==> config.mk <==
export PLATFORM = sky130hd
export DESIGN_NAME = hmp_track_to_midi_converter
export DESIGN_NICKNAME = d
export VERILOG_FILES = /design/src/design/hmp_pkg.sv /design/src/design/hmp_parser.sv /design/src/design/hmp_track_to_midi_converter.sv
export VERILOG_INCLUDE_DIRS = /design/src /design/src/design
export SDC_FILE = /design/constraint.sdc
export NUM_CORES = 1
export LEC_CHECK = 0
export ABC_AREA = 1
export BUFFER_PORTS_ARGS = -buffer_cell sky130_fd_sc_hd__buf_2
export CORE_ASPECT_RATIO = 0.7
export CORE_MARGIN = 4
export CORE_UTILIZATION = 60
export CTS_CLUSTER_DIAMETER = 100
export DETAILED_ROUTE_END_ITERATION = 10
export PLACE_DENSITY = 0.79
export SLEW_MARGIN = 15
export SYNTH_ARGS = -nofsm -noshare
export SYNTH_HDL_FRONTEND = slang
export SYNTH_SLANG_ARGS = --single-unit
==> constraint.sdc <==
create_clock -name clk_i -period 4.9 [get_ports clk_i]
set_clock_uncertainty 0.2 [all_clocks]
set_input_delay 0.735 -clock clk_i [delete_from_list [all_inputs] [get_ports clk_i]]
set_output_delay 0.735 -clock clk_i [all_outputs]
set_load 0.1 [all_outputs]
==> src/design/hmp_track_to_midi_converter_assert.svh <==
`ifndef HMP_TRACK_TO_MIDI_CONVERTER_ASSERT_SVH
`define HMP_TRACK_TO_MIDI_CONVERTER_ASSERT_SVH

`ifndef ASSERT_OFF
`define HMP_ASSERT_IMPL(lbl, clk, rstn, ante, cons, msg) \
  lbl: assert property (@(posedge clk) disable iff (!rstn) (ante) |-> (cons)) else $error(msg);
`define HMP_ASSERT_NEXT(lbl, clk, rstn, ante, cons, msg) \
  lbl: assert property (@(posedge clk) disable iff (!rstn) (ante) |=> (cons)) else $error(msg);
`else
`define HMP_ASSERT_IMPL(lbl, clk, rstn, ante, cons, msg)
`define HMP_ASSERT_NEXT(lbl, clk, rstn, ante, cons, msg)
`endif

`endif

==> src/design/hmp_pkg.sv <==
package hmp_pkg;

  localparam int MaxDeltaBytes = 4;
  localparam int GroupSlots    = MaxDeltaBytes - 1;
  localparam int CountWidth    = 24;
  localparam int TrackBytesW   = 24;
  localparam int StatusW       = 3;
  localparam int DcW           = $clog2(GroupSlots + 1);
  localparam int NbW           = $clog2(MaxDeltaBytes + 1);
  localparam int IdxW          = $clog2(MaxDeltaBytes);
  localparam int OutPackW      = 8 + StatusW + TrackBytesW;
  localparam int OutDataW      = ((OutPackW + 7) / 8) * 8;

  localparam logic [CountWidth-1:0] CountMax = '1;

  localparam logic [7:0] MetaByte   = 8'hFF;
  localparam logic [7:0] MetaEndTyp = 8'h2F;

  typedef enum logic [2:0] {
    PH_DELTA = 3'd0,
    PH_EVENT = 3'd1,
    PH_CHAN  = 3'd2,
    PH_MTYPE = 3'd3,
    PH_MLEN  = 3'd4,
    PH_MBODY = 3'd5,
    PH_HALT  = 3'd6
  } phase_e;

  typedef enum logic [StatusW-1:0] {
    ST_OK         = 3'd0,
    ST_DONE       = 3'd1,
    ST_DELTA_LONG = 3'd2,
    ST_BAD_STATUS = 3'd3,
    ST_TRUNC      = 3'd4
  } status_e;

  typedef struct packed {
    logic       tend;
    logic       first;
    logic [7:0] data;
  } in_item_t;

  typedef struct packed {
    logic [MaxDeltaBytes-1:0][7:0] bytes;
    logic [NbW-1:0]                nbytes;
    status_e                       status;
    logic [CountWidth-1:0]         base;
  } bundle_t;

  function automatic logic [TrackBytesW-1:0] to_track_bytes(logic [CountWidth-1:0] c);
    logic [63:0] w;
    w = 64'(c);
    return w[TrackBytesW-1:0];
  endfunction

endpackage

==> src/design/hmp_parser.sv <==
module hmp_parser (
  input  logic              clk_i,
  input  logic              rst_ni,
  input  logic              en_i,
  input  hmp_pkg::in_item_t item_i,
  output hmp_pkg::bundle_t  res_o
);
  import hmp_pkg::*;

  phase_e                 phase_q, phase_d;
  status_e                halt_q, halt_d;
  logic [DcW-1:0]         dc_q, dc_d;
  logic [7:0]             prev_q, prev_d;
  logic [1:0]             dbl_q, dbl_d;
  logic [7:0]             mbl_q, mbl_d;
  logic                   mie_q, mie_d;
  logic [CountWidth-1:0]  cnt_q, cnt_d;
  logic [GroupSlots-1:0][6:0] grp_q;

  phase_e                 ph_e;
  status_e                halt_e, st;
  logic [DcW-1:0]         dc_e;
  logic [7:0]             prev_e, b;
  logic [1:0]             dbl_e;
  logic [7:0]             mbl_e;
  logic                   mie_e;
  logic [CountWidth-1:0]  cnt_e;
  logic [NbW-1:0]         n;
  logic [MaxDeltaBytes-1:0][7:0] bytes;
  logic                   grp_shift;
  logic [1:0]             chan_n;
  logic [CountWidth:0]    sum;

  always_ff @(posedge clk_i or negedge rst_ni) begin
    if (!rst_ni) begin
      phase_q <= PH_DELTA;
      halt_q  <= ST_OK;
      dc_q    <= '0;
      prev_q  <= '0;
      dbl_q   <= '0;
      mbl_q   <= '0;
      mie_q   <= 1'b0;
      cnt_q   <= '0;
    end else if (en_i) begin
      phase_q <= phase_d;
      halt_q  <= halt_d;
      dc_q    <= dc_d;
      prev_q  <= prev_d;
      dbl_q   <= dbl_d;
      mbl_q   <= mbl_d;
      mie_q   <= mie_d;
      cnt_q   <= cnt_d;
    end
  end

  // shift in delta groups, newest at slot zero
  always_ff @(posedge clk_i) begin
    if (en_i && grp_shift) begin
      grp_q[0] <= b[6:0];
      for (int i = 1; i < GroupSlots; i++) begin
        grp_q[i] <= grp_q[i-1];
      end
    end
  end

  always_comb begin
    b      = item_i.data;
    ph_e   = item_i.first ? PH_DELTA : phase_q;
    halt_e = item_i.first ? ST_OK : halt_q;
    dc_e   = item_i.first ? '0 : dc_q;
    prev_e = item_i.first ? '0 : prev_q;
    dbl_e  = item_i.first ? '0 : dbl_q;
    mbl_e  = item_i.first ? '0 : mbl_q;
    mie_e  = item_i.first ? 1'b0 : mie_q;
    cnt_e  = item_i.first ? '0 : cnt_q;

    phase_d   = ph_e;
    halt_d    = halt_e;
    dc_d      = dc_e;
    prev_d    = prev_e;
    dbl_d     = dbl_e;
    mbl_d     = mbl_e;
    mie_d     = mie_e;
    st        = ST_OK;
    n         = '0;
    bytes     = '0;
    grp_shift = 1'b0;
    chan_n    = 2'd0;

    if (b[7:4] inside {4'h8, 4'h9, 4'hA, 4'hB, 4'hE}) begin
      chan_n = 2'd2;
    end else if (b[7:4] inside {4'hC, 4'hD}) begin
      chan_n = 2'd1;
    end

    case (ph_e)
      PH_HALT: begin
        st = halt_e;
      end
      PH_DELTA: begin
        if (b[7]) begin
          bytes[0] = {dc_e != '0, b[6:0]};
          for (int j = 1; j <= GroupSlots; j++) begin
            bytes[j] = {DcW'(j) < dc_e, grp_q[j-1]};
          end
          n       = NbW'(dc_e) + NbW'(1);
          dc_d    = '0;
          phase_d = PH_EVENT;
        end else if (dc_e >= DcW'(GroupSlots)) begin
          st = ST_DELTA_LONG;
        end else begin
          grp_shift = 1'b1;
          dc_d      = dc_e + DcW'(1);
        end
      end
      PH_EVENT: begin
        if (b == MetaByte) begin
          bytes[0] = b;
          n        = NbW'(1);
          phase_d  = PH_MTYPE;
        end else if (!b[7] || chan_n == 2'd0) begin
          st = ST_BAD_STATUS;
        end else begin
          if (b != prev_e) begin
            bytes[0] = b;
            n        = NbW'(1);
          end
          prev_d  = b;
          dbl_d   = chan_n;
          phase_d = PH_CHAN;
        end
      end
      PH_CHAN: begin
        bytes[0] = b;
        n        = NbW'(1);
        if (dbl_e != 2'd0) begin
          dbl_d = dbl_e - 2'd1;
        end
        if (dbl_d == 2'd0) begin
          phase_d = PH_DELTA;
        end
      end
      PH_MTYPE: begin
        bytes[0] = b;
        n        = NbW'(1);
        mie_d    = (b == MetaEndTyp);
        phase_d  = PH_MLEN;
      end
      PH_MLEN: begin
        bytes[0] = b;
        n        = NbW'(1);
        mbl_d    = b;
        phase_d  = (b == 8'd0) ? PH_DELTA : PH_MBODY;
        if (b == 8'd0 && mie_e) begin
          st = ST_DONE;
        end
      end
      PH_MBODY: begin
        bytes[0] = b;
        n        = NbW'(1);
        if (mbl_e != 8'd0) begin
          mbl_d = mbl_e - 8'd1;
        end
        if (mbl_d == 8'd0) begin
          phase_d = PH_DELTA;
          if (mie_e) begin
            st = ST_DONE;
          end
        end
      end
      default: begin
        st = halt_e;
      end
    endcase

    if (ph_e != PH_HALT) begin
      if (st == ST_OK && item_i.tend) begin
        st = (phase_d == PH_DELTA && dc_d == '0) ? ST_DONE : ST_TRUNC;
      end
      if (st != ST_OK) begin
        phase_d = PH_HALT;
        halt_d  = st;
      end
    end

    sum   = {1'b0, cnt_e} + (CountWidth + 1)'(n);
    cnt_d = (sum > {1'b0, CountMax}) ? CountMax : sum[CountWidth-1:0];

    res_o.bytes  = bytes;
    res_o.nbytes = n;
    res_o.status = st;
    res_o.base   = cnt_e;
  end

endmodule

==> src/design/hmp_track_to_midi_converter.sv <==
// Accepted input words are registered in in_q; their results are registered in bnd_q.
// While m_axis_tready is high, one input word per cycle while each word yields at
// most one result; a delta terminator yields up to four result words, one per cycle,
// and holds the input side while the output register drains.
// Reset: rst_ni is asynchronous, active low, and clears the parser state.
`include "hmp_track_to_midi_converter_assert.svh"

module hmp_track_to_midi_converter (
  input  logic                         clk_i,
  input  logic                         rst_ni,
  input  logic                         s_axis_tvalid,
  output logic                         s_axis_tready,
  input  logic [7:0]                   s_axis_tdata,  // in_byte
  input  logic                         s_axis_tuser,  // first_of_track
  input  logic                         s_axis_tlast,  // track_end
  output logic                         m_axis_tvalid,
  input  logic                         m_axis_tready,
  output logic [hmp_pkg::OutDataW-1:0] m_axis_tdata,  // out_byte, status, track_bytes
  output logic                         m_axis_tuser,  // byte_valid
  output logic                         m_axis_tlast   // last
);
  import hmp_pkg::*;

  logic                  in_valid_q, in_valid_d;
  in_item_t              in_q;
  bundle_t               res, bnd_q;
  logic                  bvalid_q, bvalid_d;
  logic [IdxW-1:0]       idx_q, idx_d;
  logic                  commit, produce, pop, last_item, last_pop, bnd_free;
  logic [CountWidth:0]   osum;
  logic [CountWidth-1:0] ocnt;
  logic [7:0]            obyte;

  hmp_parser u_parser (
    .clk_i  (clk_i),
    .rst_ni (rst_ni),
    .en_i   (commit),
    .item_i (in_q),
    .res_o  (res)
  );

  assign last_item = (bnd_q.nbytes == '0) || (NbW'(idx_q) + NbW'(1) == bnd_q.nbytes);
  assign pop       = bvalid_q && m_axis_tready;
  assign last_pop  = pop && last_item;
  assign bnd_free  = !bvalid_q || last_pop;
  assign commit    = in_valid_q && bnd_free;
  assign produce   = (res.nbytes != '0) || (res.status != ST_OK);

  assign s_axis_tready = !in_valid_q || commit;

  always_comb begin
    in_valid_d = in_valid_q;
    if (commit) begin
      in_valid_d = 1'b0;
    end
    if (s_axis_tvalid && s_axis_tready) begin
      in_valid_d = 1'b1;
    end
    bvalid_d = bvalid_q;
    idx_d    = idx_q;
    if (commit) begin
      bvalid_d = produce;
      idx_d    = '0;
    end else if (last_pop) begin
      bvalid_d = 1'b0;
    end else if (pop) begin
      idx_d = idx_q + IdxW'(1);
    end
  end

  always_ff @(posedge clk_i or negedge rst_ni) begin
    if (!rst_ni) begin
      in_valid_q <= 1'b0;
      bvalid_q   <= 1'b0;
      idx_q      <= '0;
    end else begin
      in_valid_q <= in_valid_d;
      bvalid_q   <= bvalid_d;
      idx_q      <= idx_d;
    end
  end

  always_ff @(posedge clk_i) begin
    if (s_axis_tvalid && s_axis_tready) begin
      in_q <= '{tend: s_axis_tlast, first: s_axis_tuser, data: s_axis_tdata};
    end
    if (commit && produce) begin
      bnd_q <= res;
    end
  end

  always_comb begin
    osum  = {1'b0, bnd_q.base} + (CountWidth + 1)'(idx_q) + (CountWidth + 1)'(1);
    obyte = 8'd0;
    ocnt  = bnd_q.base;
    if (bnd_q.nbytes != '0) begin
      obyte = bnd_q.bytes[idx_q];
      ocnt  = (osum > {1'b0, CountMax}) ? CountMax : osum[CountWidth-1:0];
    end
  end

  assign m_axis_tvalid = bvalid_q;
  assign m_axis_tuser  = (bnd_q.nbytes != '0);
  assign m_axis_tlast  = last_item;
  assign m_axis_tdata  = {(OutDataW - OutPackW)'(0), to_track_bytes(ocnt), bnd_q.status, obyte};

  `HMP_ASSERT_IMPL(a_bundle_size, clk_i, rst_ni, bvalid_q, bnd_q.nbytes <= NbW'(MaxDeltaBytes), "result bundle exceeds the delta byte limit")
  `HMP_ASSERT_IMPL(a_status_only_last, clk_i, rst_ni, bvalid_q && !m_axis_tuser, m_axis_tlast, "status-only word without last")
  `HMP_ASSERT_NEXT(a_bundle_continues, clk_i, rst_ni, pop && !last_item, bvalid_q && m_axis_tuser, "bundle drained before its last word")
  `HMP_ASSERT_IMPL(a_no_commit_busy, clk_i, rst_ni, commit, !bvalid_q || last_pop, "parser committed while the output register was busy")

endmodule
* Word-level counts from Yosys, hierarchy flattened
Cells that the tools add are included.
** Operators by class
- Add/sub/neg operators :: 9
- Shift operators :: 0
- $mul :: 0
- Bitwise logic cells :: 0
- Eq/ne operators :: 18
- $lt $le $gt $ge :: 7
- Reduce and logical (&&, ||, !) cells :: 42
- Divide/modulo/power cells :: 0
- Muxes and demuxes :: 74
** Operator list (number)
- $mux W8 :: 13
- $mux W24 :: 4
- $mux W3 :: 22
- $gt A25 B24 Y1 const B :: 2
- $mux W2 :: 15
- $eq A4 B4 Y1 const B :: 7
- $add A24 B2 Y25 :: 1
- $add A24 B3 Y25 :: 1
- $add A25 B1 Y25 const B :: 1
- $pmux W8 S3 :: 1
- $pmux W3 S6 :: 1
- $bmux W8 S2 :: 1
- $logic_not A8 Y1 :: 2
- $pmux W8 S2 :: 1
- $pmux W3 S5 :: 1
- $mux W1 :: 13
- $logic_not A3 Y1 :: 4
- $reduce_bool A2 Y1 :: 6
- $reduce_bool A3 Y1 :: 4
- $logic_and A1 B1 Y1 :: 9
- $pmux W3 S3 :: 1
- $eq A8 B6 Y1 const B :: 1
- $eq A8 B8 Y1 const B :: 1
- $ne A8 B8 Y1 :: 1
- 23 further kinds :: 37
** Storage, ports and cells
- Word-level logic and storage cells :: 174
- Memory bits (read-only) :: 0
- Bits in latches :: 0
- Input bits :: 14
- Bits in registers :: 148
- Memories kept :: 0
- RAM bits :: 0
- Output and inout bits :: 44

* Longest topological paths before layout
- Depth in word-level cells :: 18
- Depth in mapped cells :: 30
- Mapped depth without buffers :: 28

* By module
From an unflattened synthesis, not the netlist that was laid out.
** Unflattened totals
- Cell total of the unflattened synthesis :: 1018
- Area total of the unflattened synthesis :: 8466.9 µm²
** By module, submodules not included
- hmp_parser :: cells each 665, sequential area each 1906.8 µm², instances 1, area an instance 4803.4 µm²
- hmp_track_to_midi_converter :: cells each 353, sequential area each 2262.2 µm², instances 1, area an instance 3663.5 µm²

* Worst setup path before layout
No wires, ideal clock.
- Path kind :: register to output
- Start :: reg idx_q[0]
- End :: out m_axis_tdata[21] (netlist name)
- Cell stages (with the launch flop) :: 12
- Path buffers :: 2
- Slack :: -0.287 ns
- Data arrival time :: 4.252 ns
- Data required time :: 3.965 ns
- Path through :: dfrtp_1 -> buf_2 -> inv_1 -> clkbuf_1 -> ha_1 -> fa_1 -> nor3_2 -> nand4_1 -> or2_1 -> inv_2 -> a21oi_1 -> o21ai_0
** On the way
- Word-level cells in the longest chain between the ends :: 5
** RTL lines
- start: declaration :: line hmp_track_to_midi_converter.sv:28 : logic [IdxW-1:0] idx_q, idx_d;
- start signal: assignment :: line hmp_track_to_midi_converter.sv:79 : idx_q <= idx_d;
- $add A24 B2 Y25 * :: line hmp_track_to_midi_converter.sv:93 : osum = {1'b0, bnd_q.base} + (CountWidth + 1)'(idx_q) + (CountWidth + 1)'(1);
- $add A25 B1 Y25 * :: line hmp_track_to_midi_converter.sv:93
- $gt A25 B24 Y1 :: line hmp_track_to_midi_converter.sv:98 : ocnt = (osum > {1'b0, CountMax}) ? CountMax : osum[CountWidth-1:0];
- $mux W24 * :: line hmp_track_to_midi_converter.sv:98
- $mux W24 * :: line hmp_track_to_midi_converter.sv:96 : if (bnd_q.nbytes != '0) begin
- end: declaration :: line hmp_track_to_midi_converter.sv:18 : output logic [hmp_pkg::OutDataW-1:0] m_axis_tdata,
Every way passes the cells marked *; elsewhere a longest branch is shown, timed or not.

* Final worst setup path
- Start :: reg idx_q[1]
- End :: out m_axis_tdata[33] (netlist name)
Same word-level chain as after synthesis.

==> report_table.html <==
<table>
<tr><th>Metric</th><th>Value</th></tr>
<tr><th colspan="2">Outcome</th></tr>
<tr><td>Outcome</td><td>finished, final reports clean</td></tr>
<tr><th colspan="2">Floorplanning</th></tr>
<tr><td>Area of the core</td><td>13400 sq um</td></tr>
<tr><td>Effective utilization at floorplan</td><td>62.4%</td></tr>
<tr><td>Cell row count</td><td>35</td></tr>
<tr><td>Die X</td><td>149 microns</td></tr>
<tr><td>Total die area</td><td>15900 sq um</td></tr>
<tr><td>Vertical die dimension</td><td>107 microns</td></tr>
<tr><td>I/O pin count</td><td>58</td></tr>
<tr><th colspan="2">Clocking</th></tr>
<tr><td>Clock tree from TritonCTS</td><td>built</td></tr>
<tr><td>CTS Buffer Depth</td><td>2</td></tr>
<tr><td>CTS Hold Bufs</td><td>0</td></tr>
<tr><td>Clock root buffer master</td><td>sky130_fd_sc_hd__clkbuf_16</td></tr>
<tr><td>H-tree lvl count</td><td>4</td></tr>
<tr><td>Clock transition time at the flip-flop clock pins of the worst setup and hold paths</td><td>70 ps</td></tr>
<tr><td>CTS Sinks</td><td>147</td></tr>
<tr><td>Source-to-sink clock delay at the later pin of the worst-skew pair</td><td>430 ps</td></tr>
<tr><td>Num CTS Buffers</td><td>17</td></tr>
<tr><th colspan="2">Route</th></tr>
<tr><td>Detailed-route wire length per cell</td><td>16.3 microns</td></tr>
<tr><td>Aggregate routed wire length</td><td>19700 microns</td></tr>
<tr><td>Via-to-Cell Ratio</td><td>5.55</td></tr>
<tr><td>Final ANT Viol Nets</td><td>0</td></tr>
<tr><td>Number of design-rule violations left by the first detailed-router iteration</td><td>781</td></tr>
<tr><td>DRC violation count after routing</td><td>0</td></tr>
<tr><td>Overall via count from detail_route</td><td>6710</td></tr>
<tr><td>DR pass1 iterations</td><td>6</td></tr>
<tr><th colspan="2">Place</th></tr>
<tr><td>Last weighted congestion value of the routability-driven placer</td><td>0.923</td></tr>
<tr><td>Final HPWL from detailed placement</td><td>13700 microns</td></tr>
<tr><td>Buffers on Ports</td><td>52</td></tr>
<tr><td>Placement-stage cell area</td><td>9100 sq um</td></tr>
<tr><th colspan="2">Critical path</th></tr>
<tr><td>Max stage delay on crit path</td><td>500 ps</td></tr>
<tr><td>Worst Setup Start Kind</td><td>flop</td></tr>
<tr><td>Buffering stage count on the worst path with inverters included</td><td>4</td></tr>
<tr><td>Crit Path Max Fanout</td><td>17</td></tr>
<tr><td>CP Data Arrival Time</td><td>3670 ps</td></tr>
<tr><td>Category of the most critical setup path</td><td>reg -&gt; out</td></tr>
<tr><td>Critical-path cell list</td><td>clkinvlp_4 -&gt; fa_1 -&gt; nor3_2 -&gt; nand4_1 -&gt; or2_1 -&gt; inv_2 -&gt; nand4_2 -&gt; nor4_4 -&gt; nand4_1 -&gt; buf_4 -&gt; o21ai_0 -&gt; a21o_1 -&gt; buf_12</td></tr>
<tr><td>Path depth of the worst reg2reg path</td><td>30</td></tr>
<tr><td>Worst endpoint required time</td><td>3960 ps</td></tr>
<tr><td>Top Family by Delay on Critical Path</td><td>simple AND/OR/NAND/NOR gates</td></tr>
<tr><td>Slowest cell on crit path</td><td>sky130_fd_sc_hd__fa_1</td></tr>
<tr><td>Path length in cells of the critical path</td><td>13</td></tr>
<tr><td>Most numerous cell on the critical path</td><td>sky130_fd_sc_hd__nand4_1</td></tr>
<tr><td>Endpoint class of the critical path</td><td>primary output</td></tr>
<tr><th colspan="2">Timing</th></tr>
<tr><td>Normalized max-slew margin</td><td>47.6%</td></tr>
<tr><td>Peak Freq</td><td>0.217 GHz</td></tr>
<tr><td>RSZ-0062 raised after global routing</td><td>no</td></tr>
<tr><td>Fraction of the cycle the final worst path needs</td><td>94.0%</td></tr>
<tr><td>Number of setup violations in the final report</td><td>0</td></tr>
<tr><td>Number of endpoints with negative hold slack in the final report</td><td>0</td></tr>
<tr><td>Slew Limit Fails</td><td>0</td></tr>
<tr><td>Tmin final</td><td>4610 ps</td></tr>
<tr><td>Measured slew at the worst slew-check pin</td><td>785 ps</td></tr>
<tr><th colspan="2">GRT</th></tr>
<tr><td>Number of antenna violations at the first check in global routing</td><td>0</td></tr>
<tr><td>Maximum number of pins on one net before global-route repair</td><td>56</td></tr>
<tr><td>Number of global-route vias before repair</td><td>6311</td></tr>
<tr><td>Global-route wire length before repair</td><td>32500 microns</td></tr>
<tr><td>Overall overflow remaining after global route</td><td>0</td></tr>
<tr><td>Total Routing Usage GR</td><td>26.0%</td></tr>
<tr><th colspan="2">Synth</th></tr>
<tr><td>Post-synthesis instance total</td><td>956</td></tr>
<tr><td>Main area contributors after synthesis</td><td>sky130_fd_sc_hd__edfxtp_1 33%, sky130_fd_sc_hd__dfrtp_1 17%, sky130_fd_sc_hd__nand2_1 7.4%, sky130_fd_sc_hd__nor2_1 6.4%, sky130_fd_sc_hd__inv_1 6.0%</td></tr>
<tr><td>Synth Cell Area</td><td>8330 sq um</td></tr>
<tr><td>Number of unique standard cell types used by synthesis</td><td>52</td></tr>
<tr><td>Number of synthesized flops with an enable pin</td><td>92</td></tr>
<tr><td>Synth warn</td><td>0</td></tr>
<tr><td>Share of the synthesized area in the top cell type</td><td>33.2%</td></tr>
<tr><td>Proportion of synthesized chip area in sequential cells</td><td>49.7%</td></tr>
<tr><td>Share of synthesized flip-flops with an asynchronous set or reset</td><td>37.4%</td></tr>
<tr><td>Flip-flop and latch count after synthesis</td><td>147</td></tr>
<tr><td>Largest area contributor in the netlist</td><td>sky130_fd_sc_hd__edfxtp_1</td></tr>
<tr><td>Average cell area after synthesis</td><td>8.72 sq um</td></tr>
<tr><td>Predominant post-synthesis flop cell</td><td>sky130_fd_sc_hd__edfxtp_1</td></tr>
<tr><th colspan="2">Finish</th></tr>
<tr><td>Layout filler cell count</td><td>949</td></tr>
<tr><td>Area occupied by multi-input gates</td><td>3470 sq um</td></tr>
<tr><td>Area growth, synth to finish</td><td>16.6%</td></tr>
<tr><td>Cell area after layout</td><td>9720 sq um</td></tr>
<tr><td>Fraction of layout cells with a size suffix above 1</td><td>17.0%</td></tr>
<tr><td>Combined flip-flop and latch cell area</td><td>4140 sq um</td></tr>
<tr><td>Number of nets in the layout</td><td>1037</td></tr>
<tr><td>Final antenna diode count</td><td>0</td></tr>
<tr><th colspan="2">Flow run</th></tr>
<tr><td>Max-capacitance violation count</td><td>0</td></tr>
<tr><th colspan="2">Hold path</th></tr>
<tr><td>Number of instances on the worst hold path</td><td>0</td></tr>
<tr><td>Worst Hold Class</td><td>reg -&gt; reg</td></tr>
</table>
[registers in the layout (all words and copies together) (netlist names)]
signal,count
bnd_q,58
u_parser.cnt_q,24
u_parser.grp_q,21
in_q,10
u_parser.mbl_q,8
u_parser.prev_q,8
m_axis_tdata,3
u_parser.halt_q,3
u_parser.phase_q,3
idx_q,2
u_parser.dbl_q,2
u_parser.dc_q,2
in_valid_q,1
m_axis_tvalid,1
u_parser.mie_q,1
[per-layer routing]
| layer | vias to the layer above | part of all wire (%) | global-route usage [%] |
|---|---|---|---|
| li1 | 3256 | - | - |
| met3 | 32 | 10 | 6.84 |
| met2 | 336 | 42 | 37.2 |
| met1 | 3086 | 46 | 39.5 |
| met4 | 0 | 1.5 | 7.05 |
| met5 | - | 0 | 0 |
[worst paths after layout]
| kind | startpoint | end | slack [ps] |
|---|---|---|---|
| setup reg to reg | u_parser.phase_q[0]$_DFFE_PN0P_ | u_parser.cnt_q[22]$_DFFE_PN0P_ | 350 |
| hold reg to reg | u_parser.grp_q[4]$_DFFE_PP_ | u_parser.grp_q[11]$_DFFE_PP_ | 250 |
| setup / recovery | idx_q[1]$_DFFE_PN0P_ | m_axis_tdata[33] | 290 |
| min in group asynchronous | rst_ni | u_parser.cnt_q[13]$_DFFE_PN0P_ | 260 |
| hold / removal | u_parser.grp_q[4]$_DFFE_PP_ | u_parser.grp_q[11]$_DFFE_PP_ | 250 |
| max in group asynchronous | rst_ni | u_parser.prev_q[4]$_DFFE_PN0P_ | 3750 |
[through the flow]
stage	hold WS, ps	worst slack (ps)	setup TNS (ps)	utilization [%]	std cells
after floorplan	226	-45.2	-90.4	-	960
after global placement	230	694	0	68.2	1177
after detailed placement	233	440	0	68.2	1177
after CTS	249	224	0	72.7	1209
after global routing	256	12.3	0	72.8	1209
final	245	292	0	72.8	1209
[kinds of logic after synthesis]
logic type	Yosys count	share of synthesized area (%)
compound gates	138	10.8
xor+xnor	38	3.99
fa+ha+maj	12	1.98
buf+inv	178	9.01
flops	147	49.7
other cells	1	0.0450
simple gates	442	24.5
[placed cells by master, fill, tap and decap left out, drive strengths merged, types with 3 or more instances in the layout]
| cell | Yosys | routed |
|---|---|---|
| nand2 | 173 | 173 |
| nand3 | 49 | 49 |
| nand3b | 3 | 3 |
| o22ai | 9 | 9 |
| nor4 | 4 | 4 |
| xnor2 | 12 | 12 |
| inv | 141 | 148 |
| conb | 1 | 5 |
| a22oi | 20 | 20 |
| a31oi | 8 | 8 |
| nor2 | 158 | 158 |
| clkbuf | 12 | 17 |
| a21oi | 29 | 29 |
| nor3 | 33 | 33 |
| ha | 10 | 10 |
| edfxtp | 92 | 92 |
| nand4 | 18 | 18 |
| clkinv | 1 | 7 |
| xor2 | 26 | 26 |
| dfrtp | 55 | 55 |
| o21ai | 60 | 60 |
| buf | 24 | 68 |
[timing repair]
| item | in CTS | in global routing |
|---|---|---|
| buffers inserted | 0 | 0 |
| endpoints found under the setup margin | 0 | 3 |
| resized for setup | 0 | 1 |
[area by class of cell]
cell class | count | share of cell area, %
flip-flops and latches | 147 | 42.6
multi-input cells | 635 | 35.7
clock inverters | 15 | 1.91
well taps | 185 | 2.38
clock buffers | 17 | 4.38
inverters | 142 | 5.55
repair buffers | 68 | 7.47
[cell usage after synthesis, drive strengths merged (3+ instances only)]
master,instances
nor3,33
a31oi,8
nand2,173
nand3b,3
nand4,18
nor2,158
inv,141
clkbuf,12
dfrtp,55
nand3,49
buf,24
o21ai,60
a21oi,29
edfxtp,92
o22ai,9
xor2,26
xnor2,12
nor4,4
ha,10
a22oi,20
Power is not shown: default switching activity piles up to over one toggle a cycle in this logic, so the estimate is an artifact.
